--- src/htfc_pkg.sv ---
// ----------------------------------------------------------------------------
// htfc_pkg: sensor reply check and conversion, shared types and constants
// Beat layouts, CRC polynomial, status mask, scale factors and offsets.
// ----------------------------------------------------------------------------
package htfc_pkg;

   // reply kind codes
   localparam logic KIND_TEMP  = 1'b0;
   localparam logic KIND_HUMID = 1'b1;

   // CRC-8, x^8+x^5+x^4+1, MSB first, init 0
   localparam logic [7:0] CRC_POLY = 8'h31;
   localparam logic [7:0] CRC_INIT = 8'h00;

   // two status bits sit at the bottom of the raw word
   localparam logic [15:0] STATUS_MASK = 16'hFFFC;

   // scale factors against 2^16
   localparam int MUL_W = 15;
   localparam int PROD_W = 16 + MUL_W;
   localparam logic [MUL_W-1:0] TEMP_MUL  = 15'd17572;
   localparam logic [MUL_W-1:0] HUMID_MUL = 15'd12500;

   localparam logic signed [15:0] TEMP_OFFSET  = 16'sd4685;
   localparam logic signed [15:0] HUMID_OFFSET = 16'sd600;

   typedef struct packed {
      logic       cmd;
      logic [7:0] data_high;
      logic [7:0] data_low;
      logic [7:0] check_byte;
   } htfc_req_type;

   typedef struct packed {
      logic               check_ok;
      logic [15:0]        raw_word;
      logic signed [14:0] scaled_value;
      logic               kind_out;
   } htfc_rsp_type;

endpackage

--- src/htfc_crc_byte.sv ---
// ----------------------------------------------------------------------------
// htfc_crc_byte: one-byte CRC-8 update
// Folds one byte into the running CRC, eight shift/xor steps, unrolled.
// ----------------------------------------------------------------------------
module htfc_crc_byte (
   input  logic [7:0] crc_in,
   input  logic [7:0] data_in,
   output logic [7:0] crc_out
);

   always_comb begin
      logic [7:0] acc;
      acc = crc_in ^ data_in;
      for (int k = 0; k < 8; k++) begin
         if (acc[7]) begin
            acc = {acc[6:0], 1'b0} ^ htfc_pkg::CRC_POLY;
         end else begin
            acc = {acc[6:0], 1'b0};
         end
      end
      crc_out = acc;
   end

endmodule

--- src/humidity_temp_frame_check_convert_top.sv ---
// ----------------------------------------------------------------------------
// humidity_temp_frame_check_convert_top: sensor reply CRC check and scaling
// Checks CRC-8 over the two data bytes, masks the status bits and converts
// the raw word to hundredths of a degree C or of percent RH.
// ----------------------------------------------------------------------------
//
//   channel   ports                       direction  beat
//   request   start, busy, req_data       in         one sensor reply
//   response  rsp_valid, rsp_data         out        one checked, scaled word
//
// Three register stages: CRC of the high byte and constant select, then CRC
// of the low byte and the 16x15 multiply, then offset subtract and compare.
// A beat accepted with start is registered in each stage in turn and shows on
// rsp_* for one cycle; one beat per cycle sustained. busy is always low, and
// the receiver must take every response, which the block itself does not
// enforce; the pipeline never stalls. Synchronous reset clears the valid bits only.
module humidity_temp_frame_check_convert_top (
   input  logic                   clock,
   input  logic                   reset,
   input  logic                   start,
   output logic                   busy,
   input  htfc_pkg::htfc_req_type req_data,
   output logic                   rsp_valid,
   output htfc_pkg::htfc_rsp_type rsp_data
);

   // stage 1
   logic                          s1_valid_ff, s1_valid_in;
   logic [7:0]                    s1_crc_ff, s1_crc_in;
   logic [7:0]                    s1_lo_ff;
   logic [7:0]                    s1_chk_ff;
   logic [15:0]                   s1_raw_ff, s1_raw_in;
   logic                          s1_kind_ff;
   logic [htfc_pkg::MUL_W-1:0]    s1_mul_ff, s1_mul_in;
   // stage 2
   logic                          s2_valid_ff;
   logic [7:0]                    s2_crc_ff, s2_crc_in;
   logic [7:0]                    s2_chk_ff;
   logic [15:0]                   s2_raw_ff;
   logic                          s2_kind_ff;
   logic [htfc_pkg::PROD_W-1:0]   s2_prod_ff, s2_prod_in;
   // stage 3
   logic                          rsp_valid_ff;
   htfc_pkg::htfc_rsp_type        rsp_ff, rsp_in;

   logic signed [15:0]            offset_sel;
   logic signed [15:0]            scaled_full;

   assign busy = 1'b0;

   // ---- stage 1 ----
   htfc_crc_byte u_crc_high (
      .crc_in  (htfc_pkg::CRC_INIT),
      .data_in (req_data.data_high),
      .crc_out (s1_crc_in)
   );

   assign s1_valid_in = start && !busy;
   assign s1_raw_in   = {req_data.data_high, req_data.data_low} & htfc_pkg::STATUS_MASK;
   assign s1_mul_in   = (req_data.cmd == htfc_pkg::KIND_HUMID) ? htfc_pkg::HUMID_MUL
                                                               : htfc_pkg::TEMP_MUL;

   // ---- stage 2 ----
   htfc_crc_byte u_crc_low (
      .crc_in  (s1_crc_ff),
      .data_in (s1_lo_ff),
      .crc_out (s2_crc_in)
   );

   assign s2_prod_in = htfc_pkg::PROD_W'(s1_raw_ff) * htfc_pkg::PROD_W'(s1_mul_ff);

   // ---- stage 3 ----
   assign offset_sel  = (s2_kind_ff == htfc_pkg::KIND_HUMID) ? htfc_pkg::HUMID_OFFSET
                                                             : htfc_pkg::TEMP_OFFSET;
   // floor(prod / 2^16) is at most 17570, positive in 16 signed bits
   assign scaled_full = $signed({1'b0, s2_prod_ff[htfc_pkg::PROD_W-1:16]}) - offset_sel;

   always_comb begin
      rsp_in.check_ok     = (s2_crc_ff == s2_chk_ff);
      rsp_in.raw_word     = s2_raw_ff;
      rsp_in.scaled_value = scaled_full[14:0];
      rsp_in.kind_out     = s2_kind_ff;
   end

   always_ff @(posedge clock) begin
      if (reset) begin
         s1_valid_ff  <= 1'b0;
         s2_valid_ff  <= 1'b0;
         rsp_valid_ff <= 1'b0;
      end else begin
         s1_valid_ff  <= s1_valid_in;
         s2_valid_ff  <= s1_valid_ff;
         rsp_valid_ff <= s2_valid_ff;
      end
   end

   always_ff @(posedge clock) begin
      s1_crc_ff  <= s1_crc_in;
      s1_lo_ff   <= req_data.data_low;
      s1_chk_ff  <= req_data.check_byte;
      s1_raw_ff  <= s1_raw_in;
      s1_kind_ff <= req_data.cmd;
      s1_mul_ff  <= s1_mul_in;

      s2_crc_ff  <= s2_crc_in;
      s2_chk_ff  <= s1_chk_ff;
      s2_raw_ff  <= s1_raw_ff;
      s2_kind_ff <= s1_kind_ff;
      s2_prod_ff <= s2_prod_in;

      rsp_ff     <= rsp_in;
   end

   assign rsp_valid = rsp_valid_ff;
   assign rsp_data  = rsp_ff;

   // ---- assertions ----
   a_latency: assert property (@(posedge clock) disable iff (reset)
      (start && !busy) |-> ##3 rsp_valid)
      else $error("accepted beat did not come out three cycles later");

   a_no_phantom: assert property (@(posedge clock) disable iff (reset)
      rsp_valid |-> $past(start, 3))
      else $error("response strobe without a request");

   a_kind_echo: assert property (@(posedge clock) disable iff (reset)
      rsp_valid |-> (rsp_data.kind_out == $past(req_data.cmd, 3)))
      else $error("kind echo does not match its request");

   a_raw_word: assert property (@(posedge clock) disable iff (reset)
      rsp_valid |-> (rsp_data.raw_word ==
                     {$past(req_data.data_high, 3), $past(req_data.data_low, 3) & 8'hFC}))
      else $error("raw word does not match its request");

endmodule

--- config.mk ---
export PLATFORM = sky130hd
export DESIGN_NAME = humidity_temp_frame_check_convert_top
export DESIGN_NICKNAME = d
export VERILOG_FILES = /design/src/htfc_pkg.sv /design/src/htfc_crc_byte.sv /design/src/humidity_temp_frame_check_convert_top.sv
export SDC_FILE = /design/constraint.sdc
export NUM_CORES = 1
export LEC_CHECK = 0
export BUFFER_PORTS_ARGS = -buffer_cell sky130_fd_sc_hd__buf_2
export CORE_UTILIZATION = 45
export CTS_CLUSTER_DIAMETER = 80
export DETAILED_ROUTE_END_ITERATION = 12
export SYNTH_ARGS = -nofsm -noshare
export SYNTH_HDL_FRONTEND = slang
export SYNTH_HIERARCHICAL = 1
export SYNTH_SLANG_ARGS = --single-unit
--- constraint.sdc ---
create_clock -name clock -period 9.96 [get_ports clock]
set_clock_uncertainty 0.2 [all_clocks]
set_input_delay 2.49 -clock clock [delete_from_list [all_inputs] [get_ports clock]]
set_output_delay 2.49 -clock clock [all_outputs]
set_load 0.1 [all_outputs]
==> metrics.txt <==
# TYPE chip_impl_metric gauge
chip_impl_metric{name="synth_top_cell_area_share",unit="%"} 29.73
chip_impl_metric{name="timing_hold_violations_final",unit=""} 0
chip_impl_metric{name="ir_drop",unit="mV"} 0.2049
chip_impl_metric{name="max_freq",unit="GHz"} 0.1617
chip_impl_metric{name="worst_slew_margin",unit="%"} 52.66
chip_impl_metric{name="postLayoutCellArea",unit="µm²"} 8842
chip_impl_metric{name="numCtsBuffers",unit=""} 17
chip_impl_metric{name="power.density_cell_area",unit="nW/µm²"} 335.1
chip_impl_metric{name="fin_setup_tns",unit="ns"} 0
chip_impl_metric{name="multi_input_comb_area",unit="µm²"} 4790
chip_impl_metric{name="ys_seq_elements",unit=""} 114
chip_impl_metric{name="routed_wl",unit="mm"} 14.16
chip_impl_metric{name="slowest_delay",unit="ns"} 0.78
chip_impl_metric{name="grt_start_max_net_pins",unit=""} 20
chip_impl_metric{name="cts_buffer_depth",unit=""} 2
chip_impl_metric{name="fraction_of_the_cycle_the_final_worst_path_needs",unit="%"} 62.08
chip_impl_info{name="most-common-layout-cells",value="sky130_fd_sc_hd__inv_1, sky130_fd_sc_hd__ha_1, sky130_fd_sc_hd__dfxtp_1, sky130_fd_sc_hd__fa_1, sky130_fd_sc_hd__buf_2"} 1
chip_impl_metric{name="route.layer.met1.wl",unit="mm"} 6.368
chip_impl_info{name="worst_path_max_delay_cell",value="sky130_fd_sc_hd__dfxtp_1"} 1
chip_impl_metric{name="design.portCount",unit=""} 63
chip_impl_info{name="layout.cells.most_common",value="sky130_fd_sc_hd__inv_1"} 1
chip_impl_metric{name="clock_insertion_delay_worst_skew",unit="ns"} 0.41
chip_impl_metric{name="finalSetupViolCount",unit=""} 0
chip_impl_metric{name="wire_per_inst",unit="µm"} 13.62
chip_impl_metric{name="antenna_left",unit=""} 0
chip_impl_info{name="dr.max_layer_used",value="met4"} 1
chip_impl_info{name="synthTopCellsByArea",value="sky130_fd_sc_hd__dfxtp_1, sky130_fd_sc_hd__ha_1, sky130_fd_sc_hd__fa_1, sky130_fd_sc_hd__inv_1, sky130_fd_sc_hd__xnor2_1"} 1
chip_impl_metric{name="wire_length_of_the_first_global_routing_pass",unit="mm"} 23.84
chip_impl_info{name="grt_setup_unrepaired",value="no"} 1
chip_impl_info{name="start_kind",value="flop"} 1
chip_impl_info{name="sequence_of_cells_on_the_critical_path",value="nand2_1, fa_1, fa_1, fa_1, inv_1, fa_1, fa_1, inv_1, fa_1, inv_1, ha_1, nand2_1, nor3_1, nand2_1, a41o_1, o211ai_2, or3b_1"} 1
chip_impl_metric{name="wl_met2",unit="mm"} 7.093
chip_impl_metric{name="sequential_cell_area",unit="µm²"} 2282
chip_impl_metric{name="ctsHtreeMaxLevel",unit=""} 4
chip_impl_info{name="synth_top_cell_by_area",value="sky130_fd_sc_hd__dfxtp_1"} 1
chip_impl_metric{name="grt_use_total",unit="%"} 17.40
chip_impl_info{name="cp_common_cell",value="sky130_fd_sc_hd__fa_1"} 1
chip_impl_metric{name="io_buffer_count",unit=""} 59
chip_impl_metric{name="vias_per_cell",unit=""} 4.769
chip_impl_metric{name="finalPower",unit="mW"} 2.963
chip_impl_metric{name="crit_arrival",unit="ns"} 6.27
chip_impl_metric{name="layout-area-overhead-vs-synth",unit="%"} 15.17
chip_impl_metric{name="synth-edff-count",unit=""} 0
chip_impl_metric{name="num_rows",unit=""} 47
chip_impl_metric{name="chipWidth",unit="µm"} 132.6
chip_impl_metric{name="maxSlewViolCount",unit=""} 0
chip_impl_metric{name="antenna_found_initial",unit=""} 0
chip_impl_metric{name="antennaDiodeCount",unit=""} 0
chip_impl_metric{name="hpwl",unit="mm"} 11.72
chip_impl_info{name="worstSetupEndpointType",value="flop"} 1
chip_impl_metric{name="cts_num_sinks",unit=""} 114
chip_impl_metric{name="final_core_util",unit="%"} 53.13
chip_impl_metric{name="finalWorstPathRequiredPeriod",unit="ns"} 6.183
chip_impl_metric{name="dieArea",unit="µm²"} 17590
chip_impl_metric{name="finish.net_count",unit=""} 1032
chip_impl_info{name="tritoncts",value="done"} 1
chip_impl_metric{name="ys_async_sr_fraction",unit="%"} 0
chip_impl_metric{name="design.core.area",unit="µm²"} 16640
chip_impl_metric{name="timing.hold.ws",unit="ns"} 0.1254
chip_impl_metric{name="post_cts_setup_buffers",unit=""} 0
chip_impl_metric{name="timing.critical_path.required",unit="ns"} 10.05
chip_impl_metric{name="global_placement_routability_congestion",unit=""} 0.9385
chip_impl_metric{name="drt_first_iter_violations",unit=""} 170
chip_impl_metric{name="n_fill_cell",unit=""} 1505
chip_impl_metric{name="synth.cell_area",unit="µm²"} 7677
chip_impl_metric{name="drive_above_1_share",unit="%"} 13.05
chip_impl_info{name="min_path_type",value="reg2reg"} 1
chip_impl_metric{name="gr-total-overflow",unit=""} 0
chip_impl_metric{name="distinct_cell_type_count_of_the_synthesized_netlist",unit=""} 52
chip_impl_metric{name="grt_pass1_vias",unit=""} 5079
chip_impl_info{name="ctsRootBufferMaster",value="sky130_fd_sc_hd__clkbuf_16"} 1
chip_impl_metric{name="worst_pin_slew",unit="ns"} 0.7091
chip_impl_info{name="ys.flop_type",value="sky130_fd_sc_hd__dfxtp_1"} 1
chip_impl_info{name="crit_path_kind",value="reg2reg"} 1
chip_impl_metric{name="detail_route.first_pass.iterations",unit=""} 4
chip_impl_metric{name="syn_avg_cell_area",unit="µm²"} 10.56
chip_impl_metric{name="post_cts_resized",unit=""} 0
chip_impl_metric{name="holdBufCountCts",unit=""} 0
chip_impl_metric{name="via_count",unit=""} 4960
chip_impl_metric{name="wl_met3",unit="µm"} 531
chip_impl_metric{name="post-route-drc-count",unit=""} 0
chip_impl_metric{name="syn-instance-count",unit=""} 727
chip_impl_metric{name="p_leak",unit="nW"} 4.672
chip_impl_metric{name="die_h",unit="µm"} 132.6
chip_impl_metric{name="start_util",unit="%"} 46.13
chip_impl_metric{name="timing.critical_path.fanout_max",unit=""} 19
chip_impl_metric{name="cts.reportedPaths.clkPinSlew",unit="ns"} 0.06
chip_impl_metric{name="synth.yosys.warnings",unit=""} 6
chip_impl_metric{name="ys_seq_area_share",unit="%"} 29.73
chip_impl_metric{name="cell_area_placed",unit="µm²"} 8243
chip_impl_metric{name="max_cap_viol_count",unit=""} 0
chip_impl_info{name="outcome",value="complete, no violations"} 1
cell type report:
class	instances	area share [%]
sequential	114	25.81
inverter	160	6.792
tap	220	3.113
multi-input combinational	455	54.17
clock buffer	17	4.811
clock inverter	15	1.967
timing repair buffer	59	3.339
sequential cells by signal, indices dropped and copies added (netlist names):
name,cells
s1_lo_ff,7
s2_valid_ff,1
s1_mul_ff,2
s2_prod_ff,15
s1_valid_ff,1
s2_chk_ff,8
s2_raw_ff,14
s2_kind_ff,1
rsp_valid,1
s1_raw_ff,9
s1_crc_ff,8
rsp_data,31
s2_crc_ff,8
s1_chk_ff,8
critical path: cells and delay by family, from the launching register on:
family / cells / cell delay (ns)
buf+inv: 3 / 0.15
flops: 1 / 0.78
fa+ha+maj: 7 / 3.30
simple gates: 5 / 1.12
compound gates: 2 / 0.51
per-stage QoR:
stage,setup WS (ns),cells
final,3.777,1040
after CTS,3.813,1040
after global routing,3.395,1040
after global placement,4.019,1008
after detailed placement,3.854,1008
after floorplan,4.374,737
cells by family after synthesis:
family / Yosys count / synth area share (%)
AOI/OAI and AO/OA: 66 / 5.964
xor gates and xnor gates: 77 / 10.06
adders and majority gates: 197 / 39.05
buffers and inverters: 168 / 8.377
DFF: 114 / 29.73
other: 1 / 0.04884
and+or+nand+nor: 104 / 6.780
per-layer routing:
metal	track usage, %	vias up
met5	0	-
met3	3.678	10
li1	-	2460
met4	5.364	0
met1	22.10	2393
met2	29.59	97
synth_stat cells (all sizes together) (2+ instances only):
cell type and number:
a211oi 3, a21boi 3, a21o 7, a21oi 16
a31oi 2, and2 13, and3 3, buf 4
clkbuf 4, dfxtp 114, fa 71, ha 126
inv 160, nand2 42, nand2b 2, nand3 8
nand4 6, nor2 10, nor2b 5, nor3 6
o211ai 7, o21a 2, o21ai 13, o21bai 3
o31ai 3, or2 2, xnor2 43, xnor3 2
xor2 32
final timing paths:
| kind | to | depth (start not counted) | from | slack [ns] |
|---|---|---|---|---|
| setup / recovery | s2_prod_ff[30] | 17 | s1_mul_ff[13] | 3.78 |
| hold / removal | rsp_data[31] | 0 | s2_raw_ff[15] | 0.13 |
| setup reg to reg | s2_prod_ff[30] | 17 | s1_mul_ff[13] | 3.78 |
| hold reg to reg | rsp_data[31] | 0 | s2_raw_ff[15] | 0.13 |
power breakdown:
group / switching [mW] / internal, mW
sequential: 0.0570 / 0.586
clock: 0.234 / 0.377
combinational: 1.06 / 0.648
Note: power is estimated with default switching activity, not from simulation.
